[src/design/pams_pkg.sv]
// ----------------------------------------------------------------------------
// pams_pkg
// Shared types and constants of the paced A/V mux scheduler.
// ----------------------------------------------------------------------------
`timescale 1ns / 1ps
`default_nettype none

package pams_pkg;

  localparam int unsigned VIDEO_DEPTH_DEF = 8;
  localparam int unsigned AUDIO_DEPTH_DEF = 32;

  localparam int unsigned PTS_W    = 48;
  localparam int unsigned P90K_W   = 45;
  localparam int unsigned THR_W    = 32;
  localparam int unsigned PROD_W   = PTS_W + 4;  // pts * 9
  localparam int unsigned DIVISOR  = 100;

  // op codes
  localparam logic [1:0] OP_VIDEO = 2'd0;
  localparam logic [1:0] OP_AUDIO = 2'd1;
  localparam logic [1:0] OP_TICK  = 2'd2;
  localparam logic [1:0] OP_NOP   = 2'd3;

  // register indexes
  localparam logic REG_PACING = 1'b0;
  localparam logic REG_THRESH = 1'b1;

  localparam logic [THR_W-1:0] THRESH_RST = THR_W'(1000000);

  typedef struct packed {
    logic [1:0]       op;
    logic [PTS_W-1:0] pts;
    logic             pad;
    logic [PTS_W-1:0] now;
  } cmd_t;

  typedef struct packed {
    logic              kind;
    logic [P90K_W-1:0] pts_90k;
    logic              is_real;
    logic              takeover;
    logic              last;
  } res_t;

endpackage

`default_nettype wire

[src/design/pams_cmd_queue.sv]
// ----------------------------------------------------------------------------
// pams_cmd_queue
// Front end: takes commands, drops the NOP op code, two-entry queue.
// ----------------------------------------------------------------------------
`timescale 1ns / 1ps
`default_nettype none

module pams_cmd_queue import pams_pkg::*; (
  input  wire logic clk_i,
  input  wire logic rst_ni,
  input  wire logic start_i,
  input  wire cmd_t cmd_i,
  output logic      full_o,
  output logic      valid_o,
  output cmd_t      cmd_o,
  input  wire logic pop_i
);

  cmd_t       mem_q [2];
  logic       wptr_q, rptr_q;
  logic [1:0] cnt_q;
  logic       push;

  assign full_o  = (cnt_q == 2'd2);
  assign valid_o = (cnt_q != 2'd0);
  assign cmd_o   = mem_q[rptr_q];
  assign push    = start_i && !full_o && (cmd_i.op != OP_NOP);

  always_ff @(posedge clk_i) begin
    if (push) begin
      mem_q[wptr_q] <= cmd_i;
    end
  end

  always_ff @(posedge clk_i or negedge rst_ni) begin
    if (!rst_ni) begin
      wptr_q <= 1'b0;
      rptr_q <= 1'b0;
      cnt_q  <= 2'd0;
    end else begin
      if (push) wptr_q <= ~wptr_q;
      if (pop_i) rptr_q <= ~rptr_q;
      cnt_q <= cnt_q + 2'(push) - 2'(pop_i);
    end
  end

endmodule

`default_nettype wire

[src/design/pams_div.sv]
// ----------------------------------------------------------------------------
// pams_div
// Divide by 100 in four 13-bit digit steps, each by reciprocal multiplication.
// ----------------------------------------------------------------------------
`timescale 1ns / 1ps
`default_nettype none

module pams_div import pams_pkg::*; (
  input  wire logic              clk_i,
  input  wire logic              rst_ni,
  input  wire logic              start_i,
  input  wire logic [PROD_W-1:0] value_i,
  output logic                   done_o,
  output logic [P90K_W-1:0]      quot_o
);

  localparam int unsigned DIG_W    = 13;
  localparam int unsigned STEPS    = PROD_W / DIG_W;
  localparam int unsigned CW       = $clog2(STEPS + 1);
  localparam int unsigned REM_W    = 7;
  localparam int unsigned CHUNK_W  = REM_W + DIG_W;
  localparam int unsigned RECIP_W  = 21;
  localparam int unsigned RECIP_SH = 27;
  localparam int unsigned MUL_W    = CHUNK_W + RECIP_W;
  // ceil(2^27 / 100); exact for every chunk below 100 * 2^13
  localparam logic [RECIP_W-1:0] RECIP = RECIP_W'(1342178);

  logic [PROD_W-1:0]  sh_q;
  logic [REM_W-1:0]   rem_q;
  logic [CW-1:0]      cnt_q;
  logic               done_q;
  logic [CHUNK_W-1:0] chunk;
  logic [MUL_W-1:0]   prod;
  logic [DIG_W-1:0]   qdig;
  logic [CHUNK_W-1:0] back;
  logic [CHUNK_W-1:0] rem_full;

  assign chunk    = {rem_q, sh_q[PROD_W-1 -: DIG_W]};
  assign prod     = MUL_W'(chunk) * MUL_W'(RECIP);
  assign qdig     = prod[RECIP_SH +: DIG_W];
  assign back     = CHUNK_W'(qdig) * CHUNK_W'(DIVISOR);
  assign rem_full = chunk - back;
  assign done_o   = done_q;
  assign quot_o   = sh_q[P90K_W-1:0];

  always_ff @(posedge clk_i) begin
    if (start_i) begin
      sh_q  <= value_i;
      rem_q <= '0;
    end else if (cnt_q != '0) begin
      // quotient digits shift in as dividend digits shift out
      sh_q  <= {sh_q[PROD_W-DIG_W-1:0], qdig};
      rem_q <= rem_full[REM_W-1:0];
    end
  end

  always_ff @(posedge clk_i or negedge rst_ni) begin
    if (!rst_ni) begin
      cnt_q  <= '0;
      done_q <= 1'b0;
    end else begin
      done_q <= (cnt_q == CW'(1));
      if (start_i) cnt_q <= CW'(STEPS);
      else if (cnt_q != '0) cnt_q <= cnt_q - 1'b1;
    end
  end

endmodule

`default_nettype wire

[src/design/pams_engine.sv]
// ----------------------------------------------------------------------------
// pams_engine
// Back end: frame queues, pacing decision and release sequencing.
// ----------------------------------------------------------------------------
`timescale 1ns / 1ps
`default_nettype none

module pams_engine import pams_pkg::*; #(
  parameter int unsigned VIDEO_DEPTH = VIDEO_DEPTH_DEF,
  parameter int unsigned AUDIO_DEPTH = AUDIO_DEPTH_DEF
) (
  input  wire logic             clk_i,
  input  wire logic             rst_ni,
  input  wire logic             cmd_valid_i,
  input  wire cmd_t             cmd_i,
  output logic                  cmd_pop_o,
  input  wire logic             pacing_en_i,
  input  wire logic [THR_W-1:0] thresh_i,
  output logic                  div_start_o,
  output logic [PROD_W-1:0]     div_value_o,
  input  wire logic             div_done_i,
  input  wire logic [P90K_W-1:0] div_quot_i,
  output logic                  res_valid_o,
  output res_t                  res_o
);

  localparam int unsigned VAW = (VIDEO_DEPTH > 1) ? $clog2(VIDEO_DEPTH) : 1;
  localparam int unsigned VCW = $clog2(VIDEO_DEPTH + 1);
  localparam int unsigned AAW = (AUDIO_DEPTH > 1) ? $clog2(AUDIO_DEPTH) : 1;
  localparam int unsigned ACW = $clog2(AUDIO_DEPTH + 1);

  typedef enum logic [6:0] {
    S_IDLE   = 7'b0000001,
    S_LOAD   = 7'b0000010,
    S_DIFF   = 7'b0000100,
    S_DEC    = 7'b0001000,
    S_CONV   = 7'b0010000,
    S_ASTART = 7'b0100000,
    S_SPARE  = 7'b1000000
  } state_e;

  state_e state_q, state_d;

  logic [PTS_W:0]   vmem [VIDEO_DEPTH];
  logic [PTS_W-1:0] amem [AUDIO_DEPTH];
  logic [PTS_W:0]   vrd_q;
  logic [PTS_W-1:0] ard_q;

  logic [VAW-1:0] vhead_q, vtail_q;
  logic [VCW-1:0] vcnt_q;
  logic [AAW-1:0] ahead_q, atail_q;
  logic [ACW-1:0] acnt_q;

  logic             tvalid_q, aest_q;
  logic [PTS_W-1:0] wa_q, ca_q, now_q, vpts_q;
  logic             vpad_q;
  logic signed [PTS_W:0]   a_q, b_q;
  logic signed [PTS_W+1:0] diff_q;
  logic kind_q, real_q, take_q;

  logic v_push, a_push, v_pop, a_pop;
  logic jump, late, release_ok, more;

  function automatic logic [PROD_W-1:0] times9(input logic [PTS_W-1:0] p);
    return ({4'b0, p} << 3) + {4'b0, p};
  endfunction

  assign cmd_pop_o = (state_q == S_IDLE) && cmd_valid_i;
  assign v_push    = cmd_pop_o && (cmd_i.op == OP_VIDEO);
  assign a_push    = cmd_pop_o && (cmd_i.op == OP_AUDIO);

  assign jump = diff_q > $signed({18'b0, thresh_i});
  assign late = jump || diff_q[PTS_W+1] || (diff_q == '0);
  assign release_ok = !(pacing_en_i && !late) && !(aest_q && acnt_q == '0);
  assign v_pop = (state_q == S_DEC) && release_ok;
  assign a_pop = (state_q == S_ASTART);
  assign more  = (acnt_q != '0) && (ard_q <= vpts_q);

  assign div_start_o = v_pop || a_pop;
  assign div_value_o = a_pop ? times9(ard_q) : times9(vpts_q);

  assign res_valid_o   = (state_q == S_CONV) && div_done_i;
  assign res_o.kind    = kind_q;
  assign res_o.pts_90k = div_quot_i;
  assign res_o.is_real = real_q;
  assign res_o.takeover = take_q;
  assign res_o.last    = !more;

  // queue storage, registered reads at the heads
  always_ff @(posedge clk_i) begin
    if (v_push) vmem[vtail_q] <= {cmd_i.pad, cmd_i.pts};
    if (a_push) amem[atail_q] <= cmd_i.pts;
    vrd_q <= vmem[vhead_q];
    ard_q <= amem[ahead_q];
  end

  always_comb begin
    state_d = state_q;
    unique case (state_q)
      S_IDLE:   if (cmd_valid_i && cmd_i.op == OP_TICK && vcnt_q != '0) state_d = S_LOAD;
      S_LOAD:   state_d = S_DIFF;
      S_DIFF:   state_d = S_DEC;
      S_DEC:    state_d = release_ok ? S_CONV : S_IDLE;
      S_CONV:   if (div_done_i) state_d = more ? S_ASTART : S_IDLE;
      S_ASTART: state_d = S_CONV;
      default:  state_d = S_IDLE;
    endcase
  end

  // payload registers
  always_ff @(posedge clk_i) begin
    if (cmd_pop_o) now_q <= cmd_i.now;
    if (state_q == S_LOAD) begin
      vpts_q <= vrd_q[PTS_W-1:0];
      vpad_q <= vrd_q[PTS_W];
      if (!tvalid_q) begin
        a_q <= '0;
        b_q <= '0;
      end else begin
        a_q <= $signed({1'b0, vrd_q[PTS_W-1:0]}) - $signed({1'b0, ca_q});
        b_q <= $signed({1'b0, now_q}) - $signed({1'b0, wa_q});
      end
    end
    if (state_q == S_DIFF) diff_q <= {a_q[PTS_W], a_q} - {b_q[PTS_W], b_q};
    if (v_pop) begin
      kind_q <= 1'b0;
      real_q <= !vpad_q;
      take_q <= 1'b0;
    end else if (a_pop) begin
      kind_q <= 1'b1;
      real_q <= 1'b0;
      take_q <= !aest_q;
    end
  end

  always_ff @(posedge clk_i or negedge rst_ni) begin
    if (!rst_ni) begin
      state_q  <= S_IDLE;
      vhead_q  <= '0;
      vtail_q  <= '0;
      vcnt_q   <= '0;
      ahead_q  <= '0;
      atail_q  <= '0;
      acnt_q   <= '0;
      tvalid_q <= 1'b0;
      aest_q   <= 1'b0;
      wa_q     <= '0;
      ca_q     <= '0;
    end else begin
      state_q <= state_d;
      if (v_push) begin
        vtail_q <= (vtail_q == VAW'(VIDEO_DEPTH - 1)) ? '0 : vtail_q + 1'b1;
        if (vcnt_q == VCW'(VIDEO_DEPTH)) begin
          // full: oldest entry is overwritten
          vhead_q <= (vhead_q == VAW'(VIDEO_DEPTH - 1)) ? '0 : vhead_q + 1'b1;
        end else begin
          vcnt_q <= vcnt_q + 1'b1;
        end
      end
      if (v_pop) begin
        vhead_q <= (vhead_q == VAW'(VIDEO_DEPTH - 1)) ? '0 : vhead_q + 1'b1;
        vcnt_q  <= vcnt_q - 1'b1;
      end
      if (a_push) begin
        atail_q <= (atail_q == AAW'(AUDIO_DEPTH - 1)) ? '0 : atail_q + 1'b1;
        if (acnt_q == ACW'(AUDIO_DEPTH)) begin
          ahead_q <= (ahead_q == AAW'(AUDIO_DEPTH - 1)) ? '0 : ahead_q + 1'b1;
        end else begin
          acnt_q <= acnt_q + 1'b1;
        end
      end
      if (a_pop) begin
        ahead_q <= (ahead_q == AAW'(AUDIO_DEPTH - 1)) ? '0 : ahead_q + 1'b1;
        acnt_q  <= acnt_q - 1'b1;
        aest_q  <= 1'b1;
      end
      if (state_q == S_LOAD && !tvalid_q) begin
        tvalid_q <= 1'b1;
        wa_q     <= now_q;
        ca_q     <= vrd_q[PTS_W-1:0];
      end
      if (state_q == S_DEC && jump) begin
        wa_q <= now_q;
        ca_q <= vpts_q;
      end
    end
  end

endmodule

`default_nettype wire

[src/design/paced_av_mux_scheduler.sv]
// ----------------------------------------------------------------------------
// paced_av_mux_scheduler
// Paced audio/video release scheduler with 90 kHz timestamp output.
//
//   channel  dir  handshake               payload
//   command  in   start / busy            op_i pts_us_i is_pad_i now_us_i
//   config   in   cfg_valid_i/cfg_ready_o cfg_index_i cfg_data_i
//   result   out  valid_o (one cycle)     kind_o pts_90k_o is_real_o
//                                         audio_takeover_o last_o
//
// A queued command leaves the command queue when the idle engine pops it.
// A tick that releases runs the pacing evaluation (load, difference,
// decision), then converts the video frame and each audio frame with the
// four-step divide by 100. A 2-entry command queue decouples the input.
// Reset leaves both frame queues empty and timing unanchored. Results cannot
// be stalled; busy is high while the command queue is full.
// ----------------------------------------------------------------------------
`timescale 1ns / 1ps
`default_nettype none

module paced_av_mux_scheduler import pams_pkg::*; #(
  parameter int unsigned VIDEO_DEPTH = VIDEO_DEPTH_DEF,
  parameter int unsigned AUDIO_DEPTH = AUDIO_DEPTH_DEF
) (
  input  wire logic              clk_i,
  input  wire logic              rst_ni,
  input  wire logic              start,
  output logic                   busy,
  input  wire logic [1:0]        op_i,
  input  wire logic [PTS_W-1:0]  pts_us_i,
  input  wire logic              is_pad_i,
  input  wire logic [PTS_W-1:0]  now_us_i,
  input  wire logic              cfg_valid_i,
  output logic                   cfg_ready_o,
  input  wire logic              cfg_index_i,
  input  wire logic [THR_W-1:0]  cfg_data_i,
  output logic                   valid_o,
  output logic                   kind_o,
  output logic [P90K_W-1:0]      pts_90k_o,
  output logic                   is_real_o,
  output logic                   audio_takeover_o,
  output logic                   last_o
);

  cmd_t              cmd_in, cmd_q;
  logic              cmd_valid, cmd_pop;
  logic              pacing_q;
  logic [THR_W-1:0]  thresh_q;
  logic              div_start, div_done;
  logic [PROD_W-1:0] div_value;
  logic [P90K_W-1:0] div_quot;
  res_t              res;

  assign cmd_in.op  = op_i;
  assign cmd_in.pts = pts_us_i;
  assign cmd_in.pad = is_pad_i;
  assign cmd_in.now = now_us_i;

  assign cfg_ready_o = 1'b1;

  always_ff @(posedge clk_i or negedge rst_ni) begin
    if (!rst_ni) begin
      pacing_q <= 1'b1;
      thresh_q <= THRESH_RST;
    end else if (cfg_valid_i) begin
      unique case (cfg_index_i)
        REG_PACING: pacing_q <= cfg_data_i[0];
        REG_THRESH: thresh_q <= cfg_data_i;
        default:    ;
      endcase
    end
  end

  pams_cmd_queue u_front (
    .clk_i   (clk_i),
    .rst_ni  (rst_ni),
    .start_i (start),
    .cmd_i   (cmd_in),
    .full_o  (busy),
    .valid_o (cmd_valid),
    .cmd_o   (cmd_q),
    .pop_i   (cmd_pop)
  );

  pams_engine #(
    .VIDEO_DEPTH (VIDEO_DEPTH),
    .AUDIO_DEPTH (AUDIO_DEPTH)
  ) u_back (
    .clk_i       (clk_i),
    .rst_ni      (rst_ni),
    .cmd_valid_i (cmd_valid),
    .cmd_i       (cmd_q),
    .cmd_pop_o   (cmd_pop),
    .pacing_en_i (pacing_q),
    .thresh_i    (thresh_q),
    .div_start_o (div_start),
    .div_value_o (div_value),
    .div_done_i  (div_done),
    .div_quot_i  (div_quot),
    .res_valid_o (valid_o),
    .res_o       (res)
  );

  pams_div u_div (
    .clk_i   (clk_i),
    .rst_ni  (rst_ni),
    .start_i (div_start),
    .value_i (div_value),
    .done_o  (div_done),
    .quot_o  (div_quot)
  );

  assign kind_o           = res.kind;
  assign pts_90k_o        = res.pts_90k;
  assign is_real_o        = res.is_real;
  assign audio_takeover_o = res.takeover;
  assign last_o           = res.last;

endmodule

`default_nettype wire

[config.mk]
export PLATFORM = sky130hd
export DESIGN_NAME = paced_av_mux_scheduler
export DESIGN_NICKNAME = d
export VERILOG_FILES = /design/src/design/pams_pkg.sv /design/src/design/pams_cmd_queue.sv /design/src/design/pams_div.sv /design/src/design/pams_engine.sv /design/src/design/paced_av_mux_scheduler.sv
export SDC_FILE = /design/constraint.sdc
export NUM_CORES = 2
export LEC_CHECK = 0
export ABC_AREA = 1
export BUFFER_PORTS_ARGS = -buffer_cell sky130_fd_sc_hd__buf_2
export CORE_ASPECT_RATIO = 0.5
export CORE_UTILIZATION = 48
export CTS_BUF_LIST = sky130_fd_sc_hd__clkbuf_4
export DETAILED_ROUTE_END_ITERATION = 7
export GPL_TIMING_DRIVEN = 1
export SLEW_MARGIN = 15
export SYNTH_ARGS = -nofsm -noshare
export SYNTH_HDL_FRONTEND = slang
export SYNTH_HIERARCHICAL = 1
export SYNTH_SLANG_ARGS = --single-unit
[constraint.sdc]
create_clock -name clk_i -period 10.88 [get_ports clk_i]
set_clock_uncertainty 0.2 [all_clocks]
set_input_delay 1.088 -clock clk_i [delete_from_list [all_inputs] [get_ports clk_i]]
set_output_delay 1.088 -clock clk_i [all_outputs]
set_load 0.005 [all_outputs]
== Yosys cells after proc, flatten, opt, wreduce, memory -nomap -nowiden ==
Memory sizes are Yosys's and may differ from the RTL's. A register that Yosys moved wholly into a read port is not among the register bits.
Cells that the tools add are included.
Word-level totals
  logic and storage cells: 162
  register bits after elaboration: 479
  memories: 3
  input port bits: 136
  output and inout port bits: 52
  RAM bits: 2126
Operators by class
  $lt $le $gt $ge: 2
  mux-type cells: 38
  bitwise operators: 3
  multipliers: 2
  add/subtract/negate cells: 17
  equality and inequality tests: 21
  reductions and logical operators: 47
Memories
  u_back.amem: depth 32, width 48, read ports 1, clocked after memory_dff 1, wr ports 1, line pams_engine.sv:45  | logic [PTS_W-1:0] amem [AUDIO_DEPTH];
  u_back.vmem: depth 8, width 49, read ports 1, clocked after memory_dff 1, wr ports 1, line pams_engine.sv:44  | logic [PTS_W:0] vmem [VIDEO_DEPTH];
  u_front.mem_q: depth 2, width 99, read ports 1, clocked after memory_dff 0, wr ports 1, line pams_cmd_queue.sv:19  | cmd_t mem_q [2];
Operators by type and width (count)
  2-to-1 mux 48 bit: 4
  2-to-1 mux 52 bit: 3
  adder 51 x 48 -> 52 bit: 2
  subtractor 48 x 48 -> 49 bit: 2
  greater-than comparator 50 x 33 -> 1 bit: 1
  logical NOT 50 bit: 1
  subtractor 49 x 49 -> 50 bit: 1
  <= comparator 48 bit: 1
  case mux 7 bit (6 select lines): 1
  multiplier 20 x 20 -> 39 bit (second input constant): 1
  2-to-1 mux 5 bit: 6
  2-to-1 mux 6 bit: 4
  2-to-1 mux 3 bit: 7
  nonzero test 2 bit: 8
  logical AND 1 bit: 15
  2-to-1 mux 7 bit: 2
  AND reduction 2 bit: 7
  multiplier 13 x 5 -> 5 bit (second input constant): 1
  2-to-1 mux 4 bit: 3
  adder 5 x 1 -> 5 bit (second input constant): 2
  equality test 5 bit (second input constant): 2
  logical NOT 1 bit: 8
  2-to-1 mux 1 bit: 8
  equality test 7 x 1 -> 1 bit (second input constant): 1
  other kinds (29): 39

== Depth between registers and ports, before layout ==
  depth after elaboration: 10
  depth in mapped cells: 35
  depth with buffers taken out: 35

== By module ==
Netlist, hierarchy kept.
Modules (own cells, without submodules)
  pams_engine: instances 1, area each 109647.7 um^2, cells an instance 10263, seq. area each 70518.9 um^2
  pams_div: instances 1, area each 10985.5 um^2, cells an instance 1243, seq. area each 1801.7 um^2
  pams_cmd_queue: instances 1, area each 7762.4 um^2, cells an instance 546, seq. area each 6045.8 um^2
  paced_av_mux_scheduler: instances 1, area each 1417.6 um^2, cells an instance 148, seq. area each 835.8 um^2

== Worst setup path after synthesis ==
Ideal clock, no wire load.
  kind: register to register
  from: register u_div.sh_q[51]
  to: register u_div.rem_q[6]
  stages on the path, launching flop included: 30
  period minus slack after synthesis: 6470 ps
  buffers on the path: 0
  required time: 10567 ps
  setup time: 113 ps
  arrival: 6156 ps
  slack: 4410 ps
  cells stage by stage: edfxtp_1 > ha_1 > fa_1 > inv_1 > fa_1 > fa_1 > inv_1 > fa_1 > fa_1 > inv_1 > fa_1 > inv_1 > ha_1 > nand2_1 > nor2_1 > nand2_1 > nor2_2 > nand2_2 > nand3_2 > a21oi_1 > xnor2_1 > ha_1 > inv_1 > ha_1 > a21oi_1 > nand2_2 > inv_2 > nand3_1 > nand3_1 > nand2_1
On the way
  cells in the longest elaborated chain, start to end: 3
RTL lines
  from (decl): line pams_div.sv:28  | logic [PROD_W-1:0] sh_q;
  from (signal assigned): line pams_div.sv:48  | sh_q <= value_i;
  from (signal assigned): line pams_div.sv:52  | sh_q <= {sh_q[PROD_W-DIG_W-1:0], qdig};
  multiplier 20 x 20 -> 39 bit: line pams_div.sv:39  | assign prod = MUL_W'(chunk) * MUL_W'(RECIP);
  multiplier 13 x 5 -> 5 bit: line pams_div.sv:41  | assign back = CHUNK_W'(qdig) * CHUNK_W'(DIVISOR);
  subtractor 7 bit: line pams_div.sv:42  | assign rem_full = chunk - back;
  to (signal assigned): line pams_div.sv:53  | rem_q <= rem_full[REM_W-1:0];
  to (decl): line pams_div.sv:29  | logic [REM_W-1:0] rem_q;
No other way between the ends.
A chain may end at the register's enable or synchronous reset.

== Final worst setup path ==
  from: register u_div.sh_q[45]
  to: register u_div.rem_q[6]
On the way
  cells in the longest elaborated chain, start to end: 3
RTL lines (line)
  multiplier 20 x 20 -> 39 bit: pams_div.sv:39
  multiplier 13 x 5 -> 5 bit: pams_div.sv:41
  subtractor 7 bit *: pams_div.sv:42
Every way passes the cells marked *; elsewhere a longest branch is shown, timed or not.

==> results.toml <==
[outcome]
status = "finished clean"

[synthesis]
synth_nets = 13000
yosysTopAreaCellShare = 0.561
async_reset_ff_frac = 0.0633
synth_ff_type = "edfxtp_1"
synth-seq-cells = 2701
avgSynthCellArea_um2 = 10.6
syn_inst = 12200
syn_area_mm2 = 0.130
synth_edf_count = 2424
synth_area_leader_cell = "edfxtp_1"
yosysSeqAreaShare = 0.610
ys_types = 73
synth_warnings = 6
netlist_top_cells_area = "edfxtp_1, o21ai_0, ha_1"

[critical_path]
crit_path_max_incr_delay_ns = 0.78
crit_path_start_kind = "flip-flop"
critPathMaxFanout = 9
rr_worst_depth = 31
cp_common_cell = "inv_1"
cp_slowest_cell = "edfxtp_1"
end_kind = "flip-flop"
worstPathRequired_ns = 11.86
arrival_ns = 8.49
critical_path_class = "flip-flop to flip-flop"

[hold_path]
worstHoldPathType = "primary input to async pin"

[clocking]
clk_path_buf_depth = 4
clock_latency_ns = 1.32
path_clk_slew_ns = 0.08
cts_tree = "done"
cts_buffers = 619
postCtsSetupBuffers = 0
clock-sinks = 2701
cts-root-buf = "clkbuf_4"
htreeDepth = 6

[global_route]
antenna_found_initial = 31
grt.total_usage = 0.289
grt_pass1_vias = 89600
grt_pass1_wl_mm = 587
grt_overflow_total = 0
grt_max_degree = 247

[layout]
multi_input_area_mm2 = 0.0440
syn_to_final_growth_pct = 10.8
layout-drive-gt1-share = 0.120
fillers = 23600
nets = 13500
layout.area.seq_mm2 = 0.0792

[detailed_routing]
first_pass_iters = 8
finalWirelength_mm = 404
vias = 95900
ant_nets = 0
post-route-drc-count = 0
wire_per_inst_um = 24.1
drt-vias-per-instance = 5.71
first_iter_violations = 11500

[floorplanning]
initial_utilization = 0.485
dieHeight_um = 370
core_mm2 = 0.268
rows = 134
dieArea_mm2 = 0.273
dieWidth_um = 737
num_io_pins = 188

[sta]
final-setup-viol-count = 0
layout_min_cycle_time_ns = 7.52
fmaxAchievable_mhz = 133
timing.final.crit_share = 0.691
slew_violations = 0
worstMarginPinSlew_ns = 1.19
finalSetupTns_ns = 0
slew_headroom = 0.204
rsz0062_at_grt = "false"
hold_viol_final = 0

[flow_run]
cap_viol_max_count = 0

[place]
hpwlAfterDp_mm = 251
portBuffers = 186
gp_congestion = 0.961
## Yosys cell counts, types with 26 or more instances
| master | n |
|---|---|
| edfxtp_1 | 2424 |
| nor2_1 | 1856 |
| nand2_1 | 1601 |
| o21ai_0 | 1484 |
| inv_1 | 1098 |
| ha_1 | 558 |
| a21oi_1 | 522 |
| o22ai_1 | 505 |
| clkbuf_1 | 341 |
| nand3_1 | 306 |
| dfrtp_1 | 162 |
| fa_1 | 150 |
| a31oi_1 | 112 |
| buf_4 | 109 |
| o21ai_1 | 108 |
| dfxtp_1 | 106 |
| buf_2 | 95 |
| nor3_1 | 74 |
| xor2_1 | 58 |
| o221ai_1 | 52 |
| o21a_1 | 44 |
| nand4_1 | 42 |
| a21o_1 | 40 |
| o21ai_2 | 32 |
| o21bai_1 | 30 |
| xnor2_1 | 28 |
| nor4_1 | 26 |
## area by class of cell
type | count | share of cell area
sequential | 2701 | 0.551
timing repair buffer | 472 | 0.0251
inverter | 1117 | 0.0294
antenna | 10 | 0.000174
clock buffer | 968 | 0.0505
clock inverter | 146 | 0.00733
multi-input combinational | 7786 | 0.306
tap | 3604 | 0.0313
## what timing repair did
action                                 4_1_cts  5_1_grt
gates resized for setup                      0        0
endpoints found under the hold margin      286        0
hold buffers                               136        0
## routing by layer
| layer | routed length (um) | global-route usage | vias up |
|---|---|---|---|
| li1 | - | - | 44200 |
| met1 | 180000 | 0.435 | 46700 |
| met2 | 176000 | 0.432 | 4409 |
| met3 | 37200 | 0.0526 | 576 |
| met4 | 10400 | 0.0785 | 16 |
| met5 | 108 | 0 | - |
## worst max-delay path, delay by kind of cell (launching register included)
| kind | cells | cell delay (ns) |
|---|---|---|
| compound gates | 2 | 0.28 |
| flops | 1 | 0.78 |
| simple gates | 10 | 0.93 |
| fa+ha+maj | 10 | 4.19 |
| buf+inv | 8 | 0.76 |
| xor+xnor | 1 | 0.27 |
## cell usage in the layout (no fill, tap or decap), types with 106 or more instances in the layout
cell	n
dfrtp_1	153
edfxtp_1	2424
o21ai_0	1455
clkbuf_4	968
nand2_1	1600
nand3_1	306
buf_2	185
dlygate4sd3_1	136
dfxtp_1	106
a31oi_1	112
o22ai_1	505
fa_1	150
a21oi_1	522
buf_4	135
inv_1	1092
ha_1	558
nor2_1	1827
## sequential cells by signal (all words and copies together), names as in the netlist, 4 cells and up
signal / cells
u_div/rem_q: 7
u_div/sh_q: 52
u_back/vcnt_q: 4
u_back/wa_q: 48
u_back/a_q: 49
u_back/diff_q: 50
u_back/acnt_q: 6
u_back/state_q: 6
u_back/vmem: 392
u_back/b_q: 49
u_back/amem: 1536
u_back/atail_q: 5
u_back/vpts_q: 48
u_back/now_q: 48
u_back/ca_q: 48
u_back/vrd_q: 49
thresh_q: 32
u_back/ahead_q: 5
u_front/mem_q: 198
u_back/ard_q: 48
## cells by family after synthesis
family	count (synthesis)	synth area share
flip-flops	2701	0.610
buffers and inverters	1713	0.0560
adder cells (fa/ha/maj)	708	0.0769
AND/OR/NAND/NOR	3991	0.123
multiplexers	1	0.0000771
AO/OA/AOI/OAI	2998	0.128
XOR/XNOR	87	0.00593
other	1	0.0000289
## stage by stage
| step | std cells | util | instance area [um^2] | setup slack (ns) | hold slack (ns) |
|---|---|---|---|---|---|
| after global placement | 15500 | 0.501 | 134000 | 3.34 | 0.254 |
| after global routing | 16800 | 0.537 | 144000 | 2.95 | 0.0634 |
| after floorplan | 12200 | - | 130000 | 4.41 | 0.186 |
| after detailed placement | 15500 | 0.501 | 134000 | 3.39 | 0.257 |
| final | 16800 | 0.537 | 144000 | 3.36 | 0.0996 |
| after CTS | 16800 | 0.537 | 144000 | 3.33 | 0.00218 |
## path summary, 6_finish.rpt
kind	slack, ns	from	to
worst max-delay path	3.36	u_div/sh_q[45]	u_div/rem_q[6]
worst min-delay path	0.1	rst_ni	thresh_q[3]
worst max register to register	3.36	u_div/sh_q[45]	u_div/rem_q[6]
worst min register to register	0.26	u_back/vrd_q[30]	u_back/vpts_q[30]
max in group asynchronous	8.81	rst_ni	u_back/ahead_q[1]
min in group clk_i	0.14	cfg_valid_i	thresh_q[6]
Power is not shown: default switching activity piles up to over one toggle a cycle in this logic, so the estimate is an artifact.
